--- config.mk ---
export PLATFORM = sky130hd
export DESIGN_NAME = three_wire_rtc_serial_master_top
export DESIGN_NICKNAME = d
export VERILOG_FILES = /design/src/design/rtc3w_pkg.sv /design/src/design/three_wire_rtc_serial_master_top.sv /design/src/design/rtc3w_front.sv /design/src/design/rtc3w_queue.sv /design/src/design/rtc3w_back.sv
export VERILOG_INCLUDE_DIRS = /design/src /design/src/design
export SDC_FILE = /design/constraint.sdc
export NUM_CORES = 1
export LEC_CHECK = 0
export BUFFER_PORTS_ARGS = -buffer_cell sky130_fd_sc_hd__buf_4
export CAP_MARGIN = 20
export CORE_MARGIN = 1.5
export CORE_UTILIZATION = 58
export DETAILED_ROUTE_END_ITERATION = 8
export GPL_TIMING_DRIVEN = 0
export HOLD_SLACK_MARGIN = 0.03
export PLACE_DENSITY_LB_ADDON = 0.3
export SLEW_MARGIN = 10
export SYNTH_ARGS = -nofsm -noshare
export SYNTH_HDL_FRONTEND = slang
export SYNTH_SLANG_ARGS = --single-unit
--- constraint.sdc ---
create_clock -name clk -period 3.3 [get_ports clk]
set_clock_uncertainty 0.05 [all_clocks]
set_input_delay 0.66 -clock clk [delete_from_list [all_inputs] [get_ports clk]]
set_output_delay 0.66 -clock clk [all_outputs]
set_load 0.005 [all_outputs]
--- src/design/three_wire_rtc_serial_master_top_defines.svh ---
// Assertion macros for the three-wire RTC serial master.
`ifndef THREE_WIRE_RTC_SERIAL_MASTER_TOP_DEFINES_SVH
`define THREE_WIRE_RTC_SERIAL_MASTER_TOP_DEFINES_SVH

// Same-cycle implication, disabled during reset.
`define RTC3W_ASSERT_IMP(label, ante, cons) \
	label: assert property (@(posedge clk) disable iff (!arst_n) (ante) |-> (cons)) \
		else $error("rtc3w assertion failed");

// Next-cycle implication, disabled during reset.
`define RTC3W_ASSERT_NXT(label, ante, cons) \
	label: assert property (@(posedge clk) disable iff (!arst_n) (ante) |=> (cons)) \
		else $error("rtc3w assertion failed");

`endif

--- src/design/rtc3w_pkg.sv ---
`default_nettype none
package rtc3w_pkg;

	localparam int DATA_BITS = 8;
	localparam int CMD_BITS  = 8;
	localparam int CNT_W     = 5;
	localparam logic [CNT_W-1:0] CMD_CNT   = CNT_W'(CMD_BITS);
	localparam logic [CNT_W-1:0] TOTAL_CNT = CNT_W'(CMD_BITS + DATA_BITS);

	localparam logic [1:0] FUNC_TICK  = 2'd0;
	localparam logic [1:0] FUNC_WRITE = 2'd1;
	localparam logic [1:0] FUNC_READ  = 2'd2;

	localparam logic [1:0] CFG_HALF_PERIOD = 2'd0;
	localparam logic [1:0] CFG_GUARD       = 2'd1;

	localparam logic [7:0] HALF_PERIOD_RST = 8'd1;
	localparam logic [7:0] GUARD_RST       = 8'd4;

	typedef struct packed {
		logic [1:0] func;
		logic [7:0] command_byte;
		logic [7:0] write_data;
		logic       io_sample;
	} in_item_t;

	typedef struct packed {
		logic       enable_level;
		logic       clock_level;
		logic       data_level;
		logic [7:0] read_byte;
		logic       read_done;
		logic       busy_res;
		logic       rejected;
	} out_item_t;

	// classified item handed from front to back
	typedef struct packed {
		logic        is_req;
		logic        is_rd;
		logic [15:0] send_word;
		logic        io_sample;
	} cmd_t;

	function automatic logic [7:0] lim(input logic [7:0] r);
		return (r == 8'd0) ? 8'd1 : r;
	endfunction

endpackage
`default_nettype wire

--- src/design/three_wire_rtc_serial_master_top.sv ---
`default_nettype none
// Three-wire RTC serial master: every input item is one time tick of the
// sequencer and yields exactly one result item with the pin levels after
// that tick. One item is accepted per clock cycle while the two-entry queue
// behind the classifier has room; an accepted item is registered in that
// queue and then in the sequencer's output register, where its result is
// presented. Throughput is set by the sequencer, which advances one tick
// per cycle while its output register is empty or being taken. Configuration
// writes are always ready and take effect on the next cycle.
`include "three_wire_rtc_serial_master_top_defines.svh"
module three_wire_rtc_serial_master_top (
	input  wire                       clk,
	input  wire                       arst_n,
	input  wire                       in_valid,
	output logic                      in_ready,
	input  wire rtc3w_pkg::in_item_t  in_item,
	output logic                      out_valid,
	input  wire                       out_ready,
	output rtc3w_pkg::out_item_t      out_item,
	input  wire                       cfg_valid,
	output logic                      cfg_ready,
	input  wire [1:0]                 cfg_index,
	input  wire [7:0]                 cfg_data
);

	rtc3w_pkg::cmd_t front_cmd;
	rtc3w_pkg::cmd_t back_cmd;
	logic            back_valid;
	logic            back_ready;

	assign cfg_ready = 1'b1;

	rtc3w_front u_front (
		.in_item (in_item),
		.cmd     (front_cmd)
	);

	rtc3w_queue u_queue (
		.clk        (clk),
		.arst_n     (arst_n),
		.push_valid (in_valid),
		.push_ready (in_ready),
		.push_data  (front_cmd),
		.pop_valid  (back_valid),
		.pop_ready  (back_ready),
		.pop_data   (back_cmd)
	);

	rtc3w_back u_back (
		.clk       (clk),
		.arst_n    (arst_n),
		.cfg_valid (cfg_valid),
		.cfg_index (cfg_index),
		.cfg_data  (cfg_data),
		.cmd_valid (back_valid),
		.cmd_ready (back_ready),
		.cmd       (back_cmd),
		.out_valid (out_valid),
		.out_ready (out_ready),
		.out_item  (out_item)
	);

	`RTC3W_ASSERT_IMP(a_done_not_busy, out_valid && out_item.read_done, !out_item.busy_res)
	`RTC3W_ASSERT_IMP(a_clk_low_when_disabled, out_valid && !out_item.enable_level,
		!out_item.clock_level)
	`RTC3W_ASSERT_IMP(a_byte_zero_unless_done, out_valid && !out_item.read_done,
		out_item.read_byte == 8'd0)
	`RTC3W_ASSERT_NXT(a_queue_drains, !in_ready && out_ready, in_ready)

endmodule
`default_nettype wire

--- src/design/rtc3w_front.sv ---
`default_nettype none
module rtc3w_front (
	input  wire rtc3w_pkg::in_item_t in_item,
	output rtc3w_pkg::cmd_t          cmd
);

	always_comb begin
		cmd.is_req    = (in_item.func == rtc3w_pkg::FUNC_WRITE) ||
		                (in_item.func == rtc3w_pkg::FUNC_READ);
		cmd.is_rd     = (in_item.func == rtc3w_pkg::FUNC_READ);
		cmd.io_sample = in_item.io_sample;
		if (cmd.is_rd) begin
			cmd.send_word = {8'h00, in_item.command_byte | 8'h01};
		end else begin
			cmd.send_word = {in_item.write_data, in_item.command_byte & 8'hFE};
		end
	end

endmodule
`default_nettype wire

--- src/design/rtc3w_queue.sv ---
`default_nettype none
module rtc3w_queue (
	input  wire                  clk,
	input  wire                  arst_n,
	input  wire                  push_valid,
	output logic                 push_ready,
	input  wire rtc3w_pkg::cmd_t push_data,
	output logic                 pop_valid,
	input  wire                  pop_ready,
	output rtc3w_pkg::cmd_t      pop_data
);

	rtc3w_pkg::cmd_t entry_q [2];
	logic       wr_ptr_q;
	logic       rd_ptr_q;
	logic [1:0] count_q;
	logic       push;
	logic       pop;

	assign push_ready = (count_q != 2'd2);
	assign pop_valid  = (count_q != 2'd0);
	assign pop_data   = entry_q[rd_ptr_q];
	assign push       = push_valid && push_ready;
	assign pop        = pop_valid && pop_ready;

	always_ff @(posedge clk or negedge arst_n) begin
		if (!arst_n) begin
			wr_ptr_q <= 1'b0;
			rd_ptr_q <= 1'b0;
			count_q  <= 2'd0;
		end else begin
			if (push) begin
				wr_ptr_q <= ~wr_ptr_q;
			end
			if (pop) begin
				rd_ptr_q <= ~rd_ptr_q;
			end
			if (push && !pop) begin
				count_q <= count_q + 2'd1;
			end else if (pop && !push) begin
				count_q <= count_q - 2'd1;
			end
		end
	end

	always_ff @(posedge clk) begin
		if (push) begin
			entry_q[wr_ptr_q] <= push_data;
		end
	end

endmodule
`default_nettype wire

--- src/design/rtc3w_back.sv ---
`default_nettype none
module rtc3w_back (
	input  wire                  clk,
	input  wire                  arst_n,
	input  wire                  cfg_valid,
	input  wire [1:0]            cfg_index,
	input  wire [7:0]            cfg_data,
	input  wire                  cmd_valid,
	output logic                 cmd_ready,
	input  wire rtc3w_pkg::cmd_t cmd,
	output logic                 out_valid,
	input  wire                  out_ready,
	output rtc3w_pkg::out_item_t out_item
);

	typedef enum logic [2:0] {
		PH_IDLE  = 3'd0,
		PH_SETUP = 3'd1,
		PH_LOW   = 3'd2,
		PH_HIGH  = 3'd3,
		PH_HOLD  = 3'd4
	} phase_t;

	phase_t                          phase_q, phase_d;
	logic [rtc3w_pkg::CNT_W-1:0]     bit_count_q, bit_count_d, bc_inc;
	logic [15:0]                     send_q, send_d;
	logic [7:0]                      recv_q, recv_d;
	logic [7:0]                      tick_q, tick_d, nxt;
	logic                            is_read_q, is_read_d;
	logic                            en_q, en_d, clk_q, clk_d, dat_q, dat_d;
	logic [7:0]                      half_q, guard_q, half_lim, guard_lim;
	logic                            rej, done;
	logic [7:0]                      rbyte;
	logic                            step;
	rtc3w_pkg::out_item_t            out_q;
	logic                            out_valid_q;

	assign cmd_ready = !out_valid_q || out_ready;
	assign step      = cmd_valid && cmd_ready;
	assign out_valid = out_valid_q;
	assign out_item  = out_q;
	assign half_lim  = rtc3w_pkg::lim(half_q);
	assign guard_lim = rtc3w_pkg::lim(guard_q);
	assign nxt       = tick_q + 8'd1;
	assign bc_inc    = bit_count_q + 5'd1;

	always_comb begin
		phase_d     = phase_q;
		bit_count_d = bit_count_q;
		send_d      = send_q;
		recv_d      = recv_q;
		tick_d      = tick_q;
		is_read_d   = is_read_q;
		en_d        = en_q;
		clk_d       = clk_q;
		dat_d       = dat_q;
		rej         = 1'b0;
		done        = 1'b0;
		rbyte       = 8'd0;
		if (phase_q == PH_IDLE) begin
			if (cmd.is_req) begin
				is_read_d   = cmd.is_rd;
				send_d      = cmd.send_word;
				recv_d      = 8'd0;
				bit_count_d = '0;
				tick_d      = 8'd0;
				en_d        = 1'b1;
				clk_d       = 1'b0;
				dat_d       = 1'b1;
				phase_d     = PH_SETUP;
			end
		end else begin
			rej = cmd.is_req;
			unique case (phase_q)
				PH_SETUP: begin
					if (nxt >= guard_lim) begin
						tick_d      = 8'd0;
						bit_count_d = '0;
						dat_d       = send_q[0];
						phase_d     = PH_LOW;
					end else begin
						tick_d = nxt;
					end
				end
				PH_LOW: begin
					if (nxt >= half_lim) begin
						if (is_read_q && bit_count_q >= rtc3w_pkg::CMD_CNT && cmd.io_sample) begin
							recv_d[bit_count_q[2:0]] = 1'b1;
						end
						tick_d  = 8'd0;
						clk_d   = 1'b1;
						phase_d = PH_HIGH;
					end else begin
						tick_d = nxt;
					end
				end
				PH_HIGH: begin
					if (nxt >= half_lim) begin
						tick_d      = 8'd0;
						clk_d       = 1'b0;
						bit_count_d = bc_inc;
						if (bc_inc >= rtc3w_pkg::TOTAL_CNT) begin
							en_d    = 1'b0;
							dat_d   = 1'b1;
							phase_d = PH_HOLD;
						end else begin
							dat_d   = (is_read_q && bc_inc >= rtc3w_pkg::CMD_CNT) ? 1'b1
							          : send_q[bc_inc[3:0]];
							phase_d = PH_LOW;
						end
					end else begin
						tick_d = nxt;
					end
				end
				PH_HOLD: begin
					if (nxt >= guard_lim) begin
						tick_d  = 8'd0;
						done    = is_read_q;
						rbyte   = is_read_q ? recv_q : 8'd0;
						phase_d = PH_IDLE;
					end else begin
						tick_d = nxt;
					end
				end
				default: begin
					phase_d = PH_IDLE;
					tick_d  = 8'd0;
					en_d    = 1'b0;
					clk_d   = 1'b0;
					dat_d   = 1'b1;
				end
			endcase
		end
	end

	always_ff @(posedge clk or negedge arst_n) begin
		if (!arst_n) begin
			phase_q     <= PH_IDLE;
			bit_count_q <= '0;
			send_q      <= 16'd0;
			recv_q      <= 8'd0;
			tick_q      <= 8'd0;
			is_read_q   <= 1'b0;
			en_q        <= 1'b0;
			clk_q       <= 1'b0;
			dat_q       <= 1'b1;
			half_q      <= rtc3w_pkg::HALF_PERIOD_RST;
			guard_q     <= rtc3w_pkg::GUARD_RST;
			out_valid_q <= 1'b0;
			out_q       <= '0;
		end else begin
			if (cfg_valid) begin
				if (cfg_index == rtc3w_pkg::CFG_HALF_PERIOD) begin
					half_q <= cfg_data;
				end
				if (cfg_index == rtc3w_pkg::CFG_GUARD) begin
					guard_q <= cfg_data;
				end
			end
			if (step) begin
				phase_q     <= phase_d;
				bit_count_q <= bit_count_d;
				send_q      <= send_d;
				recv_q      <= recv_d;
				tick_q      <= tick_d;
				is_read_q   <= is_read_d;
				en_q        <= en_d;
				clk_q       <= clk_d;
				dat_q       <= dat_d;
				out_q.enable_level <= en_d;
				out_q.clock_level  <= clk_d;
				out_q.data_level   <= dat_d;
				out_q.read_byte    <= rbyte;
				out_q.read_done    <= done;
				out_q.busy_res     <= (phase_d != PH_IDLE);
				out_q.rejected     <= rej;
				out_valid_q <= 1'b1;
			end else if (out_ready) begin
				out_valid_q <= 1'b0;
			end
		end
	end

endmodule
`default_nettype wire

==> impl_metrics.py, run 1 <==
metrics = {
    "status": {
        "status": "complete, no violations",
    },
    "timing": {
        "fin_ws_ps": 222,
        "min_period_ps": 3080,
        "clock.fmax_mhz": 325,
        "finalSetupViolations": 0,
        "hold_slack_ps": 357,
        "fin_tns_setup_ps": 0,
        "fin_crit_sh_pct": 93.3,
        "hold_viol": 0,
        "final_max_slew_viol_count": 0,
        "slew_headroom_pct": 37.9,
        "tightest_slew_ps": 932,
    },
    "global_routing": {
        "grtUsageTotal_pct": 23.6,
        "grt_pass1_vias": 3829,
        "grt_max_degree": 77,
        "grt-ovfl-total": 0,
        "grt_pass1_wl_mm": 18.3,
        "antenna_found_initial": 0,
    },
    "finish": {
        "utilization_pct": 67.4,
        "antennaDiodeCount": 0,
        "drive_gt1_share_pct": 19.4,
        "fill_cells": 692,
        "syn_to_final_growth_pct": 13.7,
        "multi_input_area_mm2": 0.00222,
        "seqCellArea_mm2": 0.00299,
        "layout.nets": 602,
    },
    "drt": {
        "drc": 0,
        "ant_nets": 0,
        "viasPerCell": 5.84,
        "wl_mm": 10.9,
        "dr.pass1.iters": 7,
        "drt_iter0_drc": 304,
        "vias": 3873,
        "wire_per_inst_um": 16.4,
    },
    "setup_path": {
        "cp_data_required_time_ps": 3490,
        "worstPathMaxFanout": 7,
        "critPathKind": "flip-flop to flip-flop",
        "cp.arrival_ps": 3270,
        "critPathCaptureType": "flip-flop",
        "cp-start-kind": "flip-flop",
    },
    "yosys": {
        "synthesis.nets": 539,
        "synth_edf_count": 36,
        "yosysWarnings": 0,
        "synthCells": 484,
        "synthAdderAreaFrac_pct": 4.84,
        "ys_seq_area_share_pct": 55.1,
        "ys_ff_latch": 112,
        "synthArstFlopShare_pct": 67.9,
        "synth_area_mm2": 0.00543,
        "synthXorXnorAreaFrac_pct": 2.42,
        "synth_simple_gate_area_share_pct": 12.2,
        "synth-compound-area-share_pct": 13.8,
        "syn_area_per_cell_um2": 11.2,
        "synthMuxAreaShare_pct": 7.24,
        "synth_top_family_by_area": "compound AO/OA/AOI/OAI gates",
        "ys_types": 63,
        "synth_ff_type": "dfrtp_1",
    },
    "power_and_ir_drop": {
        "p_leak_nw": 2.78,
        "vdd_drop_max_mv": 0.367,
        "power_density_mw_per_mm2": 770,
    },
    "min_path": {
        "hp-class": "primary input to asynchronous set/reset pin",
    },
    "floorplanning": {
        "rows": 35,
        "floorplan.initialDensity_pct": 59.3,
        "ioPinCount": 51,
        "die_h_um": 99.7,
        "die_x_um": 99.7,
        "core_mm2": 0.00915,
        "fp.dieArea_mm2": 0.00994,
    },
    "placement": {
        "port_buffers": 48,
        "hpwl_mm": 7.72,
        "post-place-ws_ps": 169,
        "place_congestion": 0.920,
    },
    "clocking": {
        "cts_buffers": 9,
        "clk_path_buf_depth": 2,
        "clkTransAtPathRegs_ps": 110,
        "clock_sinks": 112,
        "cts_tree": "yes",
        "htreeDepth": 3,
        "clockRootBuffer": "clkbuf_8",
        "clk_latency_ps": 380,
    },
    "job": {
        "drv_cap": 0,
    },
}
[state kept, by name, summed over array words and instances, names as in the netlist]
| name | flops |
|---|---|
| u_back.dat_q | 1 |
| u_queue.entry_q | 36 |
| u_queue.count_q | 2 |
| u_back.half_q | 8 |
| u_back.phase_q | 3 |
| u_back.out_valid | 1 |
| u_queue.rd_ptr_q | 1 |
| u_back.bit_count_q | 5 |
| u_back.out_item | 13 |
| u_back.recv_q | 8 |
| u_back.send_q | 16 |
| u_back.tick_q | 8 |
| u_back.en_q | 1 |
| u_queue.wr_ptr_q | 1 |
| u_back.guard_q | 8 |
[per-layer routing]
| layer | GRT usage (%) | wire length [um] | up-vias | part of all wire, % |
|---|---|---|---|---|
| li1 | - | - | 1864 | - |
| met1 | 33.0 | 4840 | 1869 | 45 |
| met2 | 37.2 | 5290 | 125 | 49 |
| met3 | 4.36 | 567 | 15 | 5.2 |
| met4 | 8.88 | 169 | 0 | 1.6 |
| met5 | 0 | 0 | - | 0 |
[cell usage after synthesis (all sizes together), types with 3 or more instances]
library cell	n	share of area, %
inv	31	2.1
ha	21	4.8
a21oi	10	0.92
buf	11	1.5
nor2b	10	1.2
xor2	7	1.1
o21ai	46	4.3
mux4	4	1.7
nand3b	4	0.55
clkbuf	10	0.69
nand2b	5	0.58
nand2	60	4.2
a211oi	4	0.55
and3	4	0.46
nor2	20	1.5
o31ai	3	0.42
xnor2	8	1.3
dfrtp	73	34
a2bb2oi	3	0.48
mux2	10	2.1
dfstp	3	1.5
nor3	7	0.65
edfxtp	36	20
nand3	12	1.1
o211ai	5	0.69
mux2i	19	3.5
a21o	6	0.83
a22o	10	1.6
o311ai	4	0.65
[kinds of logic after synthesis]
group | count (synthesis)
multiplexers | 33
flip-flops | 112
buffers and inverters | 52
AND/OR/NAND/NOR | 138
adder cells (fa/ha/maj) | 21
other | 1
AO/OA/AOI/OAI | 112
XOR/XNOR | 15
[path summary, 6_finish.rpt]
check / start / end / slack [ps] / depth (start not counted)
worst max register to register: u_back.tick_q[0]$_DFFE_PN0P_ / u_back.bit_count_q[2]$_DFFE_PN0P_ / 220 / 12
worst min register to register: u_back.out_item[0]$_DFFE_PN0P_ / u_back.out_item[0]$_DFFE_PN0P_ / 440 / 2
worst min-delay path: arst_n / u_back.out_item[2]$_DFFE_PN0P_ / 360 / 1
max in group asynchronous: arst_n / u_back.tick_q[0]$_DFFE_PN0P_ / 2190 / 1
worst max-delay path: u_back.tick_q[0]$_DFFE_PN0P_ / u_back.bit_count_q[2]$_DFFE_PN0P_ / 220 / 12
min in group clk: in_item[0] / u_queue.entry_q[0][0]$_DFFE_PP_ / 410 / 1
[report_power, final]
group | switching (W) | internal [W] | leakage [nW] | total (W)
combinational | 0.00112 | 0.000826 | 1.38 | 0.00194
sequential | 0.000202 | 0.00180 | 1.30 | 0.00200
clock | 0.000506 | 0.000297 | 0.101 | 0.000804
[through the flow]
| step | instances | area, um^2 | power [W] |
|---|---|---|---|
| 6_report | 663 | 6170 | 0.00475 |
| 5_1_grt | 663 | 6170 | 0.00508 |
| 4_1_cts | 660 | 6140 | 0.00472 |
| 3_5_place_dp | 644 | 5940 | 0.00391 |
| 3_3_place_gp | 643 | 5920 | 0.00382 |
| 2_1_floorplan | 484 | 5430 | 0.00337 |
[critical path: stages (launching register included)]
cell      delay [ps]
dfrtp_2          440
ha_1             250
nand3_1          140
nor2_1           150
xnor2_1          150
inv_1            120
ha_1             330
a21o_1           210
a21oi_1          260
o211ai_1         150
a22oi_2          390
o311ai_1         170
o41ai_1          130
[area by class of cell]
| type | instances | area share (%) |
|---|---|---|
| Buffer | 21 | 1.91 |
| Sequential cell | 112 | 48.4 |
| Tap cell | 111 | 2.25 |
| Clock inverter | 7 | 1.14 |
| Inverter | 31 | 1.89 |
| Clock buffer | 9 | 2.01 |
| Multi-Input combinational cell | 320 | 35.9 |
| Timing Repair Buffer | 52 | 6.45 |
[layout by cell type (no fill, tap or decap), types with 8 or more instances in the layout]
| master | netlist | layout |
|---|---|---|
| dfrtp_1 | 73 | 72 |
| nand2_1 | 59 | 59 |
| buf_4 | 3 | 54 |
| o21ai_0 | 36 | 36 |
| edfxtp_1 | 36 | 36 |
| inv_1 | 31 | 31 |
| ha_1 | 21 | 21 |
| mux2i_1 | 19 | 19 |
| nor2_1 | 18 | 16 |
| nand3_1 | 12 | 12 |
| nor2b_1 | 10 | 10 |
| clkbuf_1 | 10 | 10 |
| a21oi_1 | 10 | 10 |
| mux2_2 | 10 | 10 |
| a22o_1 | 10 | 10 |
| o21ai_1 | 9 | 9 |
| clkbuf_8 | 0 | 9 |
| xnor2_1 | 8 | 8 |
[repair_timing]
| item | CTS | global route |
|---|---|---|
| gates resized for setup | 0 | 3 |
| setup endpoints to repair | 0 | 23 |
| buffers inserted | 0 | 3 |
| hold buffers | 0 | 0 |
Note: power is estimated with default switching activity, not from simulation.
==> run 2: changes to the inputs <==
Settings changed: GPL_TIMING_DRIVEN 0 to 1.
==> run 2 against run 1 <==
  * Die area is the same
  * Via count shrank 2.3%
  * Utilization shrank 1.1 points
  * Largest cell class unchanged
  * Highest routed layer unchanged
==> impl_metrics.py, run 2 (synthesis results as in run 1) <==
metrics = {
    "status": {
        "status": "complete, no violations",
    },
    "global_routing": {
        "grt_max_degree": 77,
        "grtUsageTotal_pct": 22.5,
        "grt_pass1_wl_mm": 17.4,
        "grt_pass1_vias": 3596,
        "grt-ovfl-total": 0,
        "antenna_found_initial": 0,
    },
    "finish": {
        "fill_cells": 692,
        "layout.nets": 585,
        "syn_to_final_growth_pct": 11.8,
        "layout_commonest_cell": "dfrtp_1",
        "largest_register": "u_queue.entry_q",
        "seqCellArea_mm2": 0.00299,
        "multi_input_area_mm2": 0.00222,
        "largest_reg_flops": 36,
        "finalNonFillerCells": 646,
        "drive_gt1_share_pct": 18.7,
        "layout_common_cells": "dfrtp_1 (72), nand2_1 (59), buf_4 (56), o21ai_0 (36), edfxtp_1 (36)",
        "antennaDiodeCount": 0,
    },
    "drt": {
        "wl_mm": 10.5,
        "wire_per_inst_um": 16.2,
        "vias": 3784,
        "ant_nets": 0,
        "viasPerCell": 5.86,
        "drt_iter0_drc": 240,
        "drc": 0,
        "dr.pass1.iters": 4,
    },
    "clocking": {
        "clk_latency_ps": 380,
        "clock_sinks": 112,
        "cts_hold_buffers": 0,
        "cts_buffers": 9,
        "clkTransAtPathRegs_ps": 110,
        "clk_path_buf_depth": 2,
        "clockRootBuffer": "clkbuf_8",
        "htreeDepth": 3,
        "cts_tree": "yes",
    },
    "timing": {
        "rsz0062_at_grt": "no",
        "hold_viol": 0,
        "fin_tns_setup_ps": 0,
        "finalSetupViolations": 0,
        "clock.fmax_mhz": 325,
        "final_max_slew_viol_count": 0,
        "tightest_slew_ps": 939,
        "slew_headroom_pct": 37.4,
        "fin_crit_sh_pct": 93.3,
        "min_period_ps": 3080,
    },
    "power_and_ir_drop": {
        "power_frac_seq_pct": 44.2,
        "power_density_mw_per_mm2": 764,
        "pwr-share-clk_pct": 17.0,
        "intPower_w": 0.00288,
        "p_comb_share_pct": 38.8,
        "switchingPower_w": 0.00176,
        "vdd_drop_max_mv": 0.404,
        "swShare_pct": 37.9,
        "p_leak_nw": 2.73,
    },
    "floorplanning": {
        "rows": 35,
        "die_x_um": 99.7,
        "ioPinCount": 51,
        "floorplan.initialDensity_pct": 59.3,
        "fp.dieArea_mm2": 0.00994,
        "die_h_um": 99.7,
        "core_mm2": 0.00915,
    },
    "min_path": {
        "hp-class": "primary input to asynchronous set/reset pin",
    },
    "setup_path": {
        "cp_data_required_time_ps": 3530,
        "cp-start-kind": "flip-flop",
        "critPathCaptureType": "flip-flop",
        "worstPathMaxFanout": 8,
        "cp.arrival_ps": 3310,
        "critPathKind": "flip-flop to flip-flop",
    },
    "placement": {
        "place_congestion": 0.907,
        "dp.cells": 629,
        "port_buffers": 48,
        "hpwl_mm": 7.36,
    },
    "job": {
        "drv_cap": 0,
    },
}
## run 2: final timing paths
kind                                              start                              end  slack (ps)  cells after the start
setup / recovery           u_back.tick_q[0]$_DFFE_PN0P_     u_back.tick_q[2]$_DFFE_PN0P_         220                     12
hold / removal                                   arst_n   u_back.out_item[4]$_DFFE_PN0P_         370                      1
setup reg to reg           u_back.tick_q[0]$_DFFE_PN0P_     u_back.tick_q[2]$_DFFE_PN0P_         220                     12
hold reg to reg            u_back.send_q[8]$_DFFE_PN0P_     u_back.send_q[8]$_DFFE_PN0P_         440                      2
max in group asynchronous                        arst_n     u_back.tick_q[0]$_DFFE_PN0P_        2190                      1
min in group clk                            in_item[11]  u_queue.entry_q[0][3]$_DFFE_PP_         400                      1
## run 2: cell type report
class                           count  area share (%)
Timing Repair Buffer               56            6.93
Multi-Input combinational cell    320            36.5
Clock buffer                       10            2.10
Sequential cell                   112            49.3
Inverter                           31            1.92
Tap cell                          111            2.29
Clock inverter                      6           0.949
## run 2: what timing repair did
action	4_1_cts	5_1_grt
resized for setup	0	4
setup buffers	0	1
setup endpoints to repair	0	24
## run 2: metrics by stage
stage	area (um^2)	hold slack [ps]	utilization (%)	worst slack, ps	total power [W]
after global placement	5860	412	64.0	277	0.00376
after detailed placement	5860	421	64.0	95.5	0.00384
final	6060	374	66.3	221	0.00463
after CTS	6040	383	66.0	65.3	0.00463
after floorplan	5430	314	-	567	0.00337
after global routing	6060	372	66.3	28.5	0.00497
## run 2: metal layers
metal  global-route usage, %  wire (um)  vias up
li1                        -          -     1831
met1                    30.5       4570     1829
met2                    36.6       5230      115
met3                    4.85        567        9
met4                    6.83        101        0
met5                       0          0        -
## run 2: power groups by stage
stage / Sequential, W / Combinational, W / Clock [W]
floorplan: 0.00198 / 0.00139 / 0
global placement: 0.00206 / 0.00171 / 0
detailed placement: 0.00208 / 0.00177 / 0
CTS: 0.00205 / 0.00178 / 0.000810
global route: 0.00209 / 0.00201 / 0.000868
finish: 0.00205 / 0.00180 / 0.000787
## run 2: critical path, stage by stage (launching register included)
cell       delay, ps
dfrtp_2          450
ha_2             250
nand3_1          130
nor2_1           150
xnor2_1          170
inv_1            110
ha_1             330
a21o_1           180
a211oi_1         280
o21ai_2          180
and2_1           220
a2bb2oi_2        210
o311ai_1         260
